`src/rtl/core/opd_pkg.sv`:
```
`timescale 1ns / 1ps

package opd_pkg;

  // parser phase, one-hot
  typedef enum logic [5:0] {
    PH_TAG    = 6'b000001,
    PH_NEW1   = 6'b000010,
    PH_NEW2   = 6'b000100,
    PH_SCALAR = 6'b001000,
    PH_BODY   = 6'b010000,
    PH_INDET  = 6'b100000
  } phase_t;

  // result event codes
  typedef enum logic [2:0] {
    EV_HEADER  = 3'd0,
    EV_BODY    = 3'd1,
    EV_INDET   = 3'd2,
    EV_NO_TAG  = 3'd3,
    EV_PARTIAL = 3'd4,
    EV_EARLY   = 3'd5
  } event_t;

  // new-format first length octet boundaries
  localparam logic [7:0] LEN_TWO_OCTET = 8'd192;
  localparam logic [7:0] LEN_PARTIAL   = 8'd224;
  localparam logic [7:0] LEN_FIVE      = 8'd255;

  // old-format length types
  localparam logic [1:0] OLD_LEN1  = 2'd0;
  localparam logic [1:0] OLD_LEN2  = 2'd1;
  localparam logic [1:0] OLD_LEN4  = 2'd2;

  typedef struct packed {
    phase_t      phase;
    logic [2:0]  len_left;
    logic [31:0] len_acc;
    logic [31:0] body_rem;
    logic [5:0]  tag;
    logic        new_fmt;
  } parse_state_t;

  typedef struct packed {
    event_t      ev;
    logic [5:0]  tag;
    logic        new_fmt;
    logic [31:0] pkt_len;
    logic        indet;
    logic [7:0]  body;
    logic        last;
  } result_t;

  localparam parse_state_t STATE_RESET = '{
    phase: PH_TAG, len_left: 3'd0, len_acc: 32'd0, body_rem: 32'd0,
    tag: 6'd0, new_fmt: 1'b0
  };

endpackage

```
`src/rtl/core/opd_step.sv`:
```
`timescale 1ns / 1ps

module opd_step (
  input  opd_pkg::parse_state_t st,
  input  logic [7:0]            data_byte,
  input  logic                  end_marker,
  output opd_pkg::parse_state_t st_nxt,
  output logic                  res_valid,
  output opd_pkg::result_t      res
);
  import opd_pkg::*;

  logic [31:0] acc_new;
  logic [2:0]  left_dec;
  logic [31:0] rem_dec;

  assign left_dec = st.len_left - 3'd1;
  assign rem_dec  = st.body_rem - 32'd1;

  always_comb begin
    st_nxt    = st;
    res_valid = 1'b0;
    res       = '0;
    res.ev    = EV_HEADER;
    acc_new   = st.len_acc;

    if (end_marker) begin
      // end of stream
      st_nxt.phase = PH_TAG;
      if (st.phase == PH_INDET) begin
        res_valid = 1'b1;
        res.ev    = EV_INDET;
        res.tag   = st.tag;
        res.indet = 1'b1;
      end else if (st.phase != PH_TAG && st.phase != '0 &&
                   $onehot(st.phase)) begin
        res_valid   = 1'b1;
        res.ev      = EV_EARLY;
        res.tag     = st.tag;
        res.new_fmt = st.new_fmt;
      end
    end else begin
      unique case (st.phase)
        PH_NEW1: begin
          if (data_byte < LEN_TWO_OCTET) begin
            acc_new   = {24'd0, data_byte};
            res_valid = 1'b1;
          end else if (data_byte < LEN_PARTIAL) begin
            st_nxt.len_acc = {19'd0, data_byte[4:0], 8'd0};
            st_nxt.phase   = PH_NEW2;
          end else if (data_byte < LEN_FIVE) begin
            res_valid    = 1'b1;
            res.ev       = EV_PARTIAL;
            res.tag      = st.tag;
            res.new_fmt  = st.new_fmt;
            st_nxt.phase = PH_TAG;
          end else begin
            st_nxt.len_acc  = 32'd0;
            st_nxt.len_left = 3'd4;
            st_nxt.phase    = PH_SCALAR;
          end
        end
        PH_NEW2: begin
          acc_new   = st.len_acc + {24'd0, data_byte} + {24'd0, LEN_TWO_OCTET};
          res_valid = 1'b1;
        end
        PH_SCALAR: begin
          acc_new         = {st.len_acc[23:0], data_byte};
          st_nxt.len_acc  = acc_new;
          st_nxt.len_left = left_dec;
          res_valid       = (left_dec == 3'd0);
        end
        PH_BODY: begin
          st_nxt.body_rem = rem_dec;
          res_valid       = 1'b1;
          res.ev          = EV_BODY;
          res.tag         = st.tag;
          res.new_fmt     = st.new_fmt;
          res.pkt_len     = st.len_acc;
          res.body        = data_byte;
          if (rem_dec == 32'd0) begin
            res.last     = 1'b1;
            st_nxt.phase = PH_TAG;
          end
        end
        PH_INDET: begin
          res_valid = 1'b1;
          res.ev    = EV_BODY;
          res.tag   = st.tag;
          res.indet = 1'b1;
          res.body  = data_byte;
        end
        default: begin
          // expect a tag byte
          st_nxt.phase = PH_TAG;
          if (!data_byte[7]) begin
            res_valid = 1'b1;
            res.ev    = EV_NO_TAG;
          end else begin
            st_nxt.len_acc  = 32'd0;
            st_nxt.body_rem = 32'd0;
            if (data_byte[6]) begin
              st_nxt.new_fmt = 1'b1;
              st_nxt.tag     = data_byte[5:0];
              st_nxt.phase   = PH_NEW1;
            end else begin
              st_nxt.new_fmt = 1'b0;
              st_nxt.tag     = {2'd0, data_byte[5:2]};
              case (data_byte[1:0])
                OLD_LEN1: begin
                  st_nxt.len_left = 3'd1;
                  st_nxt.phase    = PH_SCALAR;
                end
                OLD_LEN2: begin
                  st_nxt.len_left = 3'd2;
                  st_nxt.phase    = PH_SCALAR;
                end
                OLD_LEN4: begin
                  st_nxt.len_left = 3'd4;
                  st_nxt.phase    = PH_SCALAR;
                end
                default: begin
                  st_nxt.phase = PH_INDET;
                  res_valid    = 1'b1;
                  res.ev       = EV_HEADER;
                  res.tag      = {2'd0, data_byte[5:2]};
                  res.indet    = 1'b1;
                end
              endcase
            end
          end
        end
      endcase

      // header completion for sized lengths
      if (res_valid && (st.phase == PH_NEW1 || st.phase == PH_NEW2 ||
                        st.phase == PH_SCALAR) && res.ev == EV_HEADER) begin
        st_nxt.len_acc = acc_new;
        res.tag        = st.tag;
        res.new_fmt    = st.new_fmt;
        if (acc_new == 32'd0) begin
          res.last     = 1'b1;
          st_nxt.phase = PH_TAG;
        end else begin
          res.pkt_len     = acc_new;
          st_nxt.body_rem = acc_new;
          st_nxt.phase    = PH_BODY;
        end
      end
    end
  end

endmodule

```
`src/rtl/core/openpgp_packet_header_deframer_core.sv`:
```
`timescale 1ns / 1ps

// OpenPGP packet header deframer: takes one stream byte (or an end-of-stream
// beat, in_tuser high) per cycle unless out_tready holds the output, and
// returns at most one event beat per input beat: a header once the length is
// complete, each body byte with tlast on the final one, an end-of-stream
// event for an indeterminate packet, or an error. A result beat is formed
// by the combinational parser update between the input register and the
// result register. After an error the parser waits for a new tag byte.
module openpgp_packet_header_deframer_core (
  input  logic        clk,
  input  logic        rst_n,
  input  logic        in_tvalid,
  output logic        in_tready,
  input  logic [7:0]  in_tdata,   // [7:0] data_byte
  input  logic        in_tuser,   // [0] end_marker
  output logic        out_tvalid,
  input  logic        out_tready,
  output logic [47:0] out_tdata,  // [5:0] content_tag, [6] new_fmt,
                                  // [38:7] packet_length, [39] indeterminate,
                                  // [47:40] body_value
  output logic [2:0]  out_tuser,  // [2:0] event_res
  output logic        out_tlast   // last
);
  import opd_pkg::*;

  logic         in_valid_r;
  logic [7:0]   in_byte_r;
  logic         in_end_r;
  logic         advance;
  logic         fire;

  parse_state_t st_r;
  parse_state_t st_nxt;
  logic         res_valid;
  result_t      res;

  logic         out_valid_r;
  result_t      out_r;

  assign advance   = !out_valid_r || out_tready;
  assign fire      = in_valid_r && advance;
  assign in_tready = !in_valid_r || advance;

  // input register
  always_ff @(posedge clk) begin
    if (!rst_n) begin
      in_valid_r <= 1'b0;
    end else if (in_tready) begin
      in_valid_r <= in_tvalid;
    end
    if (in_tready && in_tvalid) begin
      in_byte_r <= in_tdata;
      in_end_r  <= in_tuser;
    end
  end

  opd_step u_step (
    .st         (st_r),
    .data_byte  (in_byte_r),
    .end_marker (in_end_r),
    .st_nxt     (st_nxt),
    .res_valid  (res_valid),
    .res        (res)
  );

  // parser state
  always_ff @(posedge clk) begin
    if (!rst_n) begin
      st_r <= STATE_RESET;
    end else if (fire) begin
      st_r <= st_nxt;
    end
  end

  // result register
  always_ff @(posedge clk) begin
    if (!rst_n) begin
      out_valid_r <= 1'b0;
    end else if (advance) begin
      out_valid_r <= fire && res_valid;
    end
    if (fire && res_valid) begin
      out_r <= res;
    end
  end

  assign out_tvalid = out_valid_r;
  assign out_tdata  = {out_r.body, out_r.indet, out_r.pkt_len, out_r.new_fmt, out_r.tag};
  assign out_tuser  = out_r.ev;
  assign out_tlast  = out_r.last;

  // a stalled input register must hold a beat
  a_stall_holds: assert property (@(posedge clk) disable iff (!rst_n)
    !in_tready |-> in_valid_r)
    else $error("input stalled without a held beat");

  // a beat that produces a result is presented next cycle
  a_result_shown: assert property (@(posedge clk) disable iff (!rst_n)
    fire && res_valid |=> out_tvalid)
    else $error("result lost");

  // last only on headers or body bytes
  a_last_kind: assert property (@(posedge clk) disable iff (!rst_n)
    out_tvalid && out_tlast |-> out_r.ev == EV_HEADER || out_r.ev == EV_BODY)
    else $error("last on an error event");

  // indeterminate packets are old format with no length
  a_indet_fields: assert property (@(posedge clk) disable iff (!rst_n)
    out_tvalid && out_r.indet |-> !out_r.new_fmt && out_r.pkt_len == 32'd0)
    else $error("indeterminate result with length or new format");

  // parser phase stays one-hot
  a_phase_onehot: assert property (@(posedge clk) disable iff (!rst_n)
    fire |=> $onehot(st_r.phase))
    else $error("parser phase lost one-hot code");

endmodule
```
`config.mk`:
```
export PLATFORM = sky130hd
export DESIGN_NAME = openpgp_packet_header_deframer_core
export DESIGN_NICKNAME = d
export VERILOG_FILES = /design/src/rtl/core/opd_pkg.sv /design/src/rtl/core/opd_step.sv /design/src/rtl/core/openpgp_packet_header_deframer_core.sv
export SDC_FILE = /design/constraint.sdc
export NUM_CORES = 1
export LEC_CHECK = 0
export BUFFER_PORTS_ARGS = -buffer_cell sky130_fd_sc_hd__buf_4
export CORE_UTILIZATION = 57
export CTS_CLUSTER_DIAMETER = 80
export DETAILED_ROUTE_END_ITERATION = 8
export MAX_ROUTING_LAYER = met4
export PLACE_DENSITY = 0.76
export SETUP_SLACK_MARGIN = 0.3
export SLEW_MARGIN = 20
export SYNTH_ARGS = -nofsm -noshare
export SYNTH_HDL_FRONTEND = slang
export SYNTH_SLANG_ARGS = --single-unit
```
`constraint.sdc`:
```
create_clock -name clk -period 6.83 [get_ports clk]
set_input_delay 0.683 -clock clk [delete_from_list [all_inputs] [get_ports clk]]
set_output_delay 0.683 -clock clk [all_outputs]
set_load 0.02 [all_outputs]
```
==> results of run 1 <==
==> final timing paths <==
kind / startpoint / to / slack, ps
max: st_r[78] / st_r[17] / 1500
min: in_tdata[4] / in_byte_r[4] / 420
max reg2reg: st_r[78] / st_r[17] / 1500
min reg2reg: st_r[77] / st_r[77] / 490
==> layer usage <==
metal / wire, um / vias to the layer above
met3: 3580 / 94
met1: 12930 / 4609
li1: - / 4519
met5: 0 / -
met2: 13030 / 659
met4: 800 / 0
==> stage by stage <==
step | utilization [%] | std cells
global route | 64.51 | 1445
floorplan | - | 1222
CTS | 64.34 | 1444
detailed placement | 60.82 | 1412
global placement | 60.82 | 1412
finish | 64.51 | 1445
==> cells in the final DEF, fill, tap and decap left out, drive strengths merged, types with 11 or more instances in the layout <==
| cell | instances |
|---|---|
| and3 | 12 |
| nor4 | 19 |
| o21ai | 116 |
| or3 | 11 |
| a22oi | 39 |
| nand4 | 26 |
| o211ai | 11 |
| buf | 80 |
| nor3 | 42 |
| a31oi | 26 |
| edfxtp | 61 |
| nand2 | 132 |
| clkbuf | 17 |
| a21oi | 110 |
| o21a | 15 |
| and2 | 14 |
| inv | 43 |
| nand3 | 42 |
| ha | 39 |
| dfxtp | 82 |
| nor2 | 117 |
==> state kept, by name, summed over array words and instances (netlist names) <==
signal / count
out_tdata: 48
in_byte_r: 8
out_tlast: 1
st_r: 80
in_end_r: 1
in_valid_r: 1
out_tuser: 3
out_tvalid: 1
==> logic make-up (layout without fill, tap and decap cells) <==
logic type               after synthesis  in the layout  synth area share, %
XOR/XNOR                              12             12                1.095
AND/OR/NAND/NOR                      451            451                22.28
adder cells (fa/ha/maj)               42             42                5.711
flip-flops                           143            143                36.19
AO/OA/AOI/OAI                        415            415                27.55
buffers and inverters                148            151                5.971
multiplexers                          11             11                1.199
==> cell type report <==
type | instances | area, sq um | area share [%]
multi-input combinational | 931 | 5562 | 52.17
sequential | 143 | 3473 | 32.58
timing repair buffer | 80 | 620.6 | 5.822
clock buffer | 17 | 425.4 | 3.991
tap | 220 | 275.3 | 2.582
clock inverter | 15 | 156.4 | 1.467
inverter | 39 | 147.6 | 1.385
==> power groups by stage <==
stage | Combinational, mW | Clock [mW] | Sequential, mW
finish | 0.240 | 0.939 | 0.955
detailed placement | 0.233 | 0 | 0.971
global placement | 0.231 | 0 | 0.971
CTS | 0.234 | 0.945 | 0.953
global route | 0.262 | 0.980 | 0.958
floorplan | 0.162 | 0 | 0.966
==> key figures, run 1 <==
Global routing
  – Met2 Usage GRT: 50.06%
  – Number of global-route vias before repair: 8544
  – Routing usage on met1: 51.72%
  – Largest net degree at the start of global routing: 61
  – Aggregate global routing overflow: 0
  – GR Util All Layers: 35.88%
  – GRT busiest layer: met1
  – Met3 usage: 6.805%
  – Antenna violations before repair: 0
  – Wire length of the first global-routing pass: 47.48 mm

Setup path
  – Worst-path cell with the longest stage delay: a222oi_1
  – Arrival time at the worst endpoint: 5630 ps
  – Number of logic stages on the critical path including buffering: 14
  – Stage delay of the slowest cell on the critical path: 710 ps
  – Crit Path Class: reg2reg
  – Worst path bufs/invs: 2
  – Largest delay contributor family on the critical path: simple AND/OR/NAND/NOR gates
  – Capturing element type of the critical path: flop
  – Critical Path, Cell by Cell: inv_1 > ha_1 > and3_1 > mux2_4 > a222oi_1 > nand2_1 > or4_1 > or4_1 > nor4_1 > and3_1 > a21oi_2 > buf_4 > a211o_1 > a31oi_1
  – R2R cell count: 14
  – Crit Path Max Fanout: 32
  – CP required: 7130 ps
  – Launching element type of the critical path: flop

Clock network
  – Root Buffer: clkbuf_16
  – Post-CTS Setup Bufs: 0
  – Clock net sink count: 143
  – Number of buffers inserted by hold repair at cts: 0
  – Clock tree from TritonCTS: built
  – Clk pin slew, worst setup/hold paths: 60 ps
  – Maximum clock insertion buffer count: 2
  – Number of levels in the clock H-tree: 4
  – Number of buffers created by CTS: 17
  – Clock latency at the later pin of the worst-skew pair: 440 ps
  – Cts repair resizes: 0

Timing
  – WHS: 422.1 ps
  – Aggregate negative setup slack: 0 ps
  – Shortest period the worst path allows: 5327 ps
  – Worst-case headroom to the max-slew limit: 32.32%
  – Final critical-path setup slack: 1503 ps
  – Slew of the pin with the lowest slew margin: 1012 ps
  – Final setup violation count: 0
  – RSZ-0062 raised after global routing: no
  – Max frequency: 0.1877 GHz
  – Fin. max-slew vios: 0
  – Share of the cycle needed by the critical path after routing: 77.99%
  – Final hold viol count: 0
  – Worst setup skew after layout: 8.057 ps

Drt
  – Post-detailed-route DRC marker count: 0
  – Count of antenna-violating nets left after detailed routing: 0
  – Wire length after detailed routing: 30.34 mm
  – First-pass iteration count of the detailed router: 6
  – Detailed router's first-iteration violation count: 1808
  – Total number of vias: 9881
  – Drt wl/cell: 21.00 um
  – Via/cell ratio: 6.838

Yosys
  – Dominant cell by count in the synthesized netlist: nand2_1
  – Post-synthesis instance total: 1222
  – Most used standard cells in the synthesized netlist: 132 x nand2_1, 117 x nor2_1, 114 x o21ai_0
  – Dominant cells by area after synthesis: edfxtp_1 19%, dfxtp_1 17%, o21ai_0 5.9%
  – Post-synthesis cell area: 0.009597 sq mm
  – Number of enable flip-flop cells after synthesis: 61
  – Avg Synthesized Cell Area: 7.853 sq um
  – Yosys top cell area share: 19.09%
  – Count of synthesis-stage warnings from yosys: 0
  – Most used DFF post-synth: dfxtp_1
  – Number of library cell types mapped by synthesis: 69
  – Syn_nets: 1277
  – Cell taking the most area after synthesis: edfxtp_1
  – Share of synthesized registers carrying an async set or reset: 0%
  – Sequential cell area fraction in the yosys report: 36.19%
  – Synthesis-stage register bit count: 143

Layout
  – Number of nets in the finished design: 1267
  – Signed area change from the synthesized netlist to the final layout: 11.08%
  – Total inserted antenna cells: 0
  – Ratio of cells with drive above 1 in the final layout: 10.69%
  – Post-layout instance area: 0.01066 sq mm
  – Fill cell instance count of the final layout: 1430

Hold path
  – Tightest Hold Check Type: in2reg
  – Number of stages on the worst hold path: 1

Power
  – Cell Pwr Density: 200.2 mW/mm^2
  – Net Switching: 589.9 uW
  – Register share of total power: 44.8%
  – Leakage: 3.985 nW
  – Worst IR Drop VDD: 0.1875 mV
  – Switching part of the total power: 27.64%
  – Combinational cell fraction of total power: 11.3%
  – Internal power contribution: 1.545 mW
  – Final total power: 2.134 mW
  – Part of the total power dissipated in the clock network: 44.0%

Placed design
  – Total cell area at the placement stage: 0.01005 sq mm
  – Number of buffers inserted by port buffering: 66
  – Final weighted congestion in routability-driven placement: 1.013
  – Post-placement worst setup slack: 1742 ps
  – HPWL Detailed: 20.12 mm

Floorplanning
  – Number of ports placed on the die boundary: 67
  – Die Span Y: 131.8 um
  – Core area: 0.01652 sq mm
  – Total Die Area: 0.01736 sq mm
  – Floorplan die width: 131.8 um
  – Number of rows created at floorplan: 47
  – Initial core utilization: 58.08%

Flow run
  – Count of max-cap constraint violations: 0

Status
  – Run status: completed
Power figures use the tool's default switching activity.
==> run 2: changes to the inputs <==
==> constraint.sdc (replaced) <==
create_clock -name clk -period 5.1 [get_ports clk]
set_input_delay 0.51 -clock clk [delete_from_list [all_inputs] [get_ports clk]]
set_output_delay 0.51 -clock clk [all_outputs]
set_load 0.02 [all_outputs]
==> run 2 against run 1 <==
Combinational power increased by 48%. Total power rose by 30%. Utilization rose by 1.4 points. Clock power up 24%. Setup slack worse by 1000 ps. Largest power group unchanged. Hold slack lost 170 ps. Fmax is 16% higher.
==> key figures, run 2 (same netlist as run 1, synthesis figures left out) <==
Status
  – Run status: completed (unchanged)

Drt
  – Wire length after detailed routing: 31.02 mm (was 30.34 mm)
  – Via/cell ratio: 6.731 (was 6.838)
  – Count of antenna-violating nets left after detailed routing: 0 (unchanged)
  – Post-detailed-route DRC marker count: 0 (unchanged)
  – Total number of vias: 9962 (was 9881)
  – First-pass iteration count of the detailed router: 9 (was 6)
  – Drt wl/cell: 20.96 um (was 21.00 um)
  – Detailed router's first-iteration violation count: 1432 (was 1808)

Setup path
  – Worst reg2reg path endpoint: st_r[11] (was st_r[17])
  – Critical path launch point: in_byte_r[1] (was st_r[78])
  – R2R cell count: 16 (was 14)
  – Launching element type of the critical path: flop (unchanged)
  – Last element of the critical path: st_r[11] (was st_r[17])
  – Arrival time at the worst endpoint: 4930 ps (was 5630 ps)
  – Crit Path Max Fanout: 10 (was 32)
  – Crit Path Class: reg2reg (unchanged)
  – Launch point of the worst reg-to-reg path: in_byte_r[1] (was st_r[78])
  – Capturing element type of the critical path: flop (unchanged)
  – Flop-to-flop setup slack: 500 ps (was 1500 ps)
  – CP required: 5420 ps (was 7130 ps)

Floorplanning
  – Initial core utilization: 58.08% (unchanged)
  – Floorplan die width: 131.8 um (unchanged)
  – Number of ports placed on the die boundary: 67 (unchanged)
  – Total Die Area: 0.01736 sq mm (unchanged)
  – Die Span Y: 131.8 um (unchanged)
  – Number of rows created at floorplan: 47 (unchanged)
  – Core area: 0.01652 sq mm (unchanged)

Placed design
  – # placed instances: 1447 (was 1412)
  – Number of buffers inserted by port buffering: 66 (unchanged)
  – Total cell area at the placement stage: 0.01031 sq mm (was 0.01005 sq mm)
  – Post-placement worst setup slack: 253.2 ps (was 1742 ps)
  – HPWL Detailed: 21.25 mm (was 20.12 mm)
  – Final weighted congestion in routability-driven placement: 0.9955 (was 1.013)

Timing
  – Aggregate negative setup slack: 0 ps (unchanged)
  – Shortest period the worst path allows: 4605 ps (was 5327 ps)
  – Fin. max-slew vios: 0 (unchanged)
  – Slew of the pin with the lowest slew margin: 999.6 ps (was 1012 ps)
  – Share of the cycle needed by the critical path after routing: 90.29% (was 77.99%)
  – Worst setup skew after layout: 11.11 ps (was 8.057 ps)
  – Final hold viol count: 0 (unchanged)
  – Final setup violation count: 0 (unchanged)
  – Max frequency: 0.2172 GHz (was 0.1877 GHz)
  – Worst-case headroom to the max-slew limit: 33.36% (was 32.32%)
  – Final critical-path setup slack: 495.3 ps (was 1503 ps)
  – WHS: 247.4 ps (was 422.1 ps)
  – RSZ-0062 raised after global routing: no (unchanged)

Layout
  – Top library cells by usage in the layout, fill and taps aside: 132 x nand2_1, 115 x nor2_1, 114 x o21ai_0, 114 x buf_4, 109 x a21oi_1 (was 132 x nand2_1, 115 x nor2_1, 114 x o21ai_0)
  – Post-layout util: 65.90% (was 64.51%)
  – Largest register FFs: 80 (unchanged)
  – Total inserted antenna cells: 0 (unchanged)
  – Fill cell instance count of the final layout: 1424 (was 1430)
  – Signed area change from the synthesized netlist to the final layout: 13.47% (was 11.08%)
  – Register with the most flip-flops: st_r (unchanged)
  – Post-layout instance area: 0.01089 sq mm (was 0.01066 sq mm)
  – Final non-filler cell total: 1480 (was 1445)
  – Most frequent standard cell in the layout excluding fill and tap cells: nand2_1 (unchanged)
  – Number of nets in the finished design: 1302 (was 1267)
  – Ratio of cells with drive above 1 in the final layout: 13.65% (was 10.69%)

Power
  – Register share of total power: 45.5% (was 44.8%)
  – Part of the total power dissipated in the clock network: 41.7% (was 44.0%)
  – Switching part of the total power: 28.74% (was 27.64%)
  – Cell Pwr Density: 255.5 mW/mm^2 (was 200.2 mW/mm^2)
  – Final total power: 2.783 mW (was 2.134 mW)
  – Worst IR Drop VDD: 0.2404 mV (was 0.1875 mV)
  – Net Switching: 799.6 uW (was 589.9 uW)
  – Leakage: 4.121 nW (was 3.985 nW)
  – Internal power contribution: 1.983 mW (was 1.545 mW)
  – Combinational cell fraction of total power: 12.8% (was 11.3%)

Global routing
  – Wire length of the first global-routing pass: 48.42 mm (was 47.48 mm)
  – Number of global-route vias before repair: 8906 (was 8544)
  – Aggregate global routing overflow: 0 (unchanged)
  – Met2 Usage GRT: 52.26% (was 50.06%)
  – Met3 usage: 10.11% (was 6.805%)
  – Routing usage on met1: 49.84% (was 51.72%)
  – GR Util All Layers: 36.62% (was 35.88%)
  – Largest net degree at the start of global routing: 59 (was 61)
  – GRT busiest layer: met2 (was met1)
  – Antenna violations before repair: 0 (unchanged)

Clock network
  – Clock latency at the later pin of the worst-skew pair: 440 ps (about the same)
  – Clock net sink count: 143 (unchanged)
  – Maximum clock insertion buffer count: 2 (unchanged)
  – Clock tree from TritonCTS: built (unchanged)
  – Clk pin slew, worst setup/hold paths: 70 ps (was 60 ps)
  – Number of levels in the clock H-tree: 4 (unchanged)
  – Number of buffers created by CTS: 17 (unchanged)
  – Number of buffers inserted by hold repair at cts: 0 (unchanged)
  – Root Buffer: clkbuf_16 (unchanged)

Flow run
  – Count of max-cap constraint violations: 0 (unchanged)

Hold path
  – Tightest Hold Check Type: in2reg (unchanged)
==> run 2: layer usage <==
metal  part of all wire [%]  up-vias
li1                       -     4590
met1                     42     4624
met2                     43      656
met3                     12       92
met4                    2.8        0
met5                      0        -
==> run 2: how the worst min path moves through the flow <==
stage | from | endpoint | slack, ps | cells past startpoint
global placement | st_r[5] | st_r[5] | 460 | 2
detailed placement | st_r[6] | st_r[6] | 470 | 2
finish | in_tdata[7] | in_byte_r[7] | 250 | 1
global route | in_tdata[7] | in_byte_r[7] | 240 | 1
floorplan | st_r[5] | st_r[5] | 450 | 2
CTS | in_tdata[7] | in_byte_r[7] | 240 | 1
==> run 2: power by group through the flow <==
stage / Combinational (mW) / Sequential, mW / Clock, mW
after global placement: 0.337 / 1.29 / 0
after CTS: 0.344 / 1.26 / 1.16
after floorplan: 0.217 / 1.29 / 0
final: 0.355 / 1.27 / 1.16
after global routing: 0.381 / 1.27 / 1.22
after detailed placement: 0.343 / 1.29 / 0
==> run 2: critical path: stages, from the launching register on <==
cell and delay [ps]:
edfxtp_1 410, ha_1 300, ha_1 200, inv_1 70, fa_1 400, nor2b_1 230, o31a_1 230, o21ai_1 120
buf_4 170, o311ai_0 310, nand2_1 160, or3_1 390, nor4_2 390, and4_1 300, a21oi_1 310, a221o_1 380
o311a_1 130
==> run 2: final cells by class <==
| type | instances | area [sq um] | area share (%) |
|---|---|---|---|
| Clock buffer | 17 | 425.4 | 3.907 |
| Clock inverter | 15 | 113.9 | 1.046 |
| Inverter | 39 | 146.4 | 1.344 |
| Multi-Input combinational cell | 931 | 5588 | 51.32 |
| Sequential cell | 143 | 3473 | 31.90 |
| Tap cell | 220 | 275.3 | 2.528 |
| Timing Repair Buffer | 115 | 867.1 | 7.963 |
==> run 2: repair_timing <==
item,CTS,global route
endpoints found under the hold margin,0,0
setup endpoints to repair,19,49
resized for setup,0,9
pin swaps,1,1
setup buffers,1,0
==> run 3: changes to the inputs <==
--- a/config.mk
+++ b/config.mk
@@ -9,8 +9,10 @@
 export CORE_UTILIZATION = 57
 export CTS_CLUSTER_DIAMETER = 80
 export DETAILED_ROUTE_END_ITERATION = 8
+export GPL_TIMING_DRIVEN = 0
 export MAX_ROUTING_LAYER = met4
 export PLACE_DENSITY = 0.76
+export RECOVER_POWER = 25
 export SETUP_SLACK_MARGIN = 0.3
 export SLEW_MARGIN = 20
 export SYNTH_ARGS = -nofsm -noshare
==> run 3 against run 2 <==
Hold slack better by 21 ps. Die area stayed put. Flip-flop and latch count stayed put. Sequential share of layout area is 0.34 points lower. First-iteration DRC count is 9.4% higher. Clock skew is 0.57 ps lower. Global-route usage is 5.6 points higher. Critical path depth stayed put. Non-clock buffer count is 66 higher. Critical path type unchanged. Critical endpoint is now out_tdata[15]. Largest cell class unchanged. Largest power group is now clock.
==> key figures, run 3 (same netlist as run 1, synthesis figures left out) <==
Global routing
  – Antenna violations before repair: 1 (was 0)
  – Wire length of the first global-routing pass: 54.63 mm (was 48.42 mm)
  – Largest net degree at the start of global routing: 39 (was 59)
  – Number of global-route vias before repair: 9686 (was 8906)
  – Aggregate global routing overflow: 0 (unchanged)
  – GR Util All Layers: 42.25% (was 36.62%)

Placed design
  – Post-placement worst setup slack: -337.0 ps (was 253.2 ps)
  – Final weighted congestion in routability-driven placement: 1.071 (was 0.9955)
  – HPWL Detailed: 25.68 mm (was 21.25 mm)
  – Number of buffers inserted by port buffering: 66 (unchanged)

Setup path
  – Arrival time at the worst endpoint: 4930 ps (about the same)
  – Worst reg2reg path endpoint: out_tdata[15] (was st_r[11])
  – Launching element type of the critical path: flop (unchanged)
  – Capturing element type of the critical path: flop (unchanged)
  – Crit Path Class: reg2reg (unchanged)
  – Crit Path Max Fanout: 10 (unchanged)
  – Launch point of the worst reg-to-reg path: st_r[39] (was in_byte_r[1])
  – R2R cell count: 16 (unchanged)
  – Flop-to-flop setup slack: 340 ps (was 500 ps)
  – CP required: 5270 ps (was 5420 ps)

Floorplanning
  – Die Span Y: 131.8 um (unchanged)
  – Core area: 0.01652 sq mm (unchanged)
  – Number of ports placed on the die boundary: 67 (unchanged)
  – Initial core utilization: 58.08% (unchanged)
  – Total Die Area: 0.01736 sq mm (unchanged)
  – Number of rows created at floorplan: 47 (unchanged)
  – Floorplan die width: 131.8 um (unchanged)

Drt
  – Post-detailed-route DRC marker count: 0 (unchanged)
  – Via/cell ratio: 6.826 (was 6.731)
  – Detailed router's first-iteration violation count: 1566 (was 1432)
  – Total number of vias: 10560 (was 9962)
  – First-pass iteration count of the detailed router: 9 (unchanged)
  – Count of antenna-violating nets left after detailed routing: 0 (unchanged)
  – Drt wl/cell: 23.09 um (was 20.96 um)
  – Wire length after detailed routing: 35.72 mm (was 31.02 mm)

Timing
  – Fin. max-slew vios: 0 (unchanged)
  – Final setup violation count: 0 (unchanged)
  – Worst setup skew after layout: 10.54 ps (was 11.11 ps)
  – RSZ-0062 raised after global routing: yes (was no)
  – Max frequency: 0.2102 GHz (was 0.2172 GHz)
  – Share of the cycle needed by the critical path after routing: 93.28% (was 90.29%)
  – Final hold viol count: 0 (unchanged)
  – Worst-case headroom to the max-slew limit: 29.15% (was 33.36%)
  – Shortest period the worst path allows: 4757 ps (was 4605 ps)
  – Slew of the pin with the lowest slew margin: 1033 ps (was 999.6 ps)
  – Final critical-path setup slack: 342.7 ps (was 495.3 ps)

Layout
  – Register with the most flip-flops: st_r (unchanged)
  – Fill cell instance count of the final layout: 1467 (was 1424)
  – Largest register FFs: 80 (unchanged)
  – Most frequent standard cell in the layout excluding fill and tap cells: clkbuf_1 (was nand2_1)
  – Ratio of cells with drive above 1 in the final layout: 8.974% (was 13.65%)
  – Top library cells by usage in the layout, fill and taps aside: 133 x clkbuf_1, 132 x nand2_1, 117 x nor2_1 (was 132 x nand2_1, 115 x nor2_1, 114 x o21ai_0, 114 x buf_4, 109 x a21oi_1)
  – Signed area change from the synthesized netlist to the final layout: 14.81% (was 13.47%)
  – Number of nets in the finished design: 1368 (was 1302)

Power
  – Leakage: 3.996 nW (was 4.121 nW)
  – Final total power: 2.910 mW (was 2.783 mW)
  – Cell Pwr Density: 264.1 mW/mm^2 (was 255.5 mW/mm^2)
  – Worst IR Drop VDD: 0.2489 mV (was 0.2404 mV)

Clock network
  – Root Buffer: clkbuf_16 (unchanged)
  – Maximum clock insertion buffer count: 2 (unchanged)
  – Clk pin slew, worst setup/hold paths: 70 ps (about the same)
  – Clock latency at the later pin of the worst-skew pair: 440 ps (about the same)
  – Number of buffers created by CTS: 17 (unchanged)
  – Clock net sink count: 143 (unchanged)
  – Clock tree from TritonCTS: built (unchanged)
  – Number of levels in the clock H-tree: 4 (unchanged)

Hold path
  – Number of stages on the worst hold path: 1 (unchanged)
  – Tightest Hold Check Type: in2reg (unchanged)
  – Hold Startpoint: in_tuser (was in_tdata[7])
  – Endpoint of the worst hold-timing path: in_end_r (was in_byte_r[7])

Status
  – Run status: completed (unchanged)

Flow run
  – Count of max-cap constraint violations: 0 (unchanged)
## run 3: changes by cell type in the layout (fill, tap and decap cells not counted), moves of 3 or more
cell	previous run	this run
o311ai_0	5	1
a21oi_1	109	106
buf_1	0	6
clkbuf_4	0	12
buf_4	114	16
dfxtp_2	0	3
a21oi_2	1	4
clkbuf_2	0	10
clkbuf_1	0	133
dfxtp_1	82	79
## run 3: how the worst max path moves through the flow
stage	from	to	slack, ps	cells after the start
floorplan	in_byte_r[1]	out_tdata[14]	840	16
global placement	in_byte_r[1]	out_tdata[17]	-370	16
detailed placement	in_byte_r[1]	out_tdata[9]	-340	17
CTS	in_byte_r[1]	out_tdata[15]	320	16
global route	st_r[40]	out_tdata[15]	250	17
finish	st_r[39]	out_tdata[15]	340	16
## run 3: critical path, cell delays in order, from the launching register on
cell and delay (ps):
dfxtp_1 500, ha_1 260, ha_2 240, inv_1 70, fa_1 410, xnor2_1 150
a222oi_1 330, nand2_1 90, or4_1 530, or4_4 570, nor4_4 300, and3_4 240
a21oi_2 90, buf_6 180, clkbuf_4 200, a22oi_1 260, nor2_1 70
## run 3: stage by stage
step	std cells	cell area (sq um)	util (%)	setup TNS, ps	hold WS (ps)
floorplan	1222	9597	-	0	445.3
global placement	1508	10370	62.74	-8385	455.7
detailed placement	1509	10390	62.87	-7653	470.3
CTS	1545	11060	66.95	0	241.9
global route	1547	11020	66.68	0	262.1
finish	1547	11020	66.68	0	268.7
## run 3: final cells by class
class                           count  area, sq um  area share [%]
Buffer                            109        449.2           4.077
Sequential cell                   143         3477           31.56
Multi-Input combinational cell    931         5700           51.74
Clock buffer                       17        425.4           3.861
Timing Repair Buffer               72        380.4           3.452
Antenna cell                        1        2.502         0.02271
Clock inverter                     15        161.4           1.465
Tap cell                          220        275.3           2.498
Inverter                           39        146.4           1.329
## run 3: timing repair
item                                    in CTS  in global routing
pin swaps                                    4                  6
resized for setup                           22                 38
buffers inserted                             4                  1
endpoints found under the setup margin      59                 57
hold buffers                                 0                  0
hold endpoints to repair                     0                  0
gates cloned                                 0                  0
## run 3: routing by layer
layer | wire (um) | track usage, % | vias to the layer above
met5 | 0 | - | -
met4 | 1483 | 20.93 | 0
met3 | 4766 | 11.42 | 150
met2 | 15410 | 60.93 | 830
met1 | 14060 | 54.47 | 4852
li1 | - | - | 4728
## run 3: where the power goes
| group | switching [mW] | total, mW | internal (mW) | leakage [nW] |
|---|---|---|---|---|
| registers | 0.0278 | 1.26 | 1.23 | 1.20 |
| clock network | 0.543 | 1.27 | 0.726 | 0.278 |
| logic | 0.261 | 0.386 | 0.124 | 2.52 |
| total | 0.832 | 2.91 | 2.08 | 4.00 |
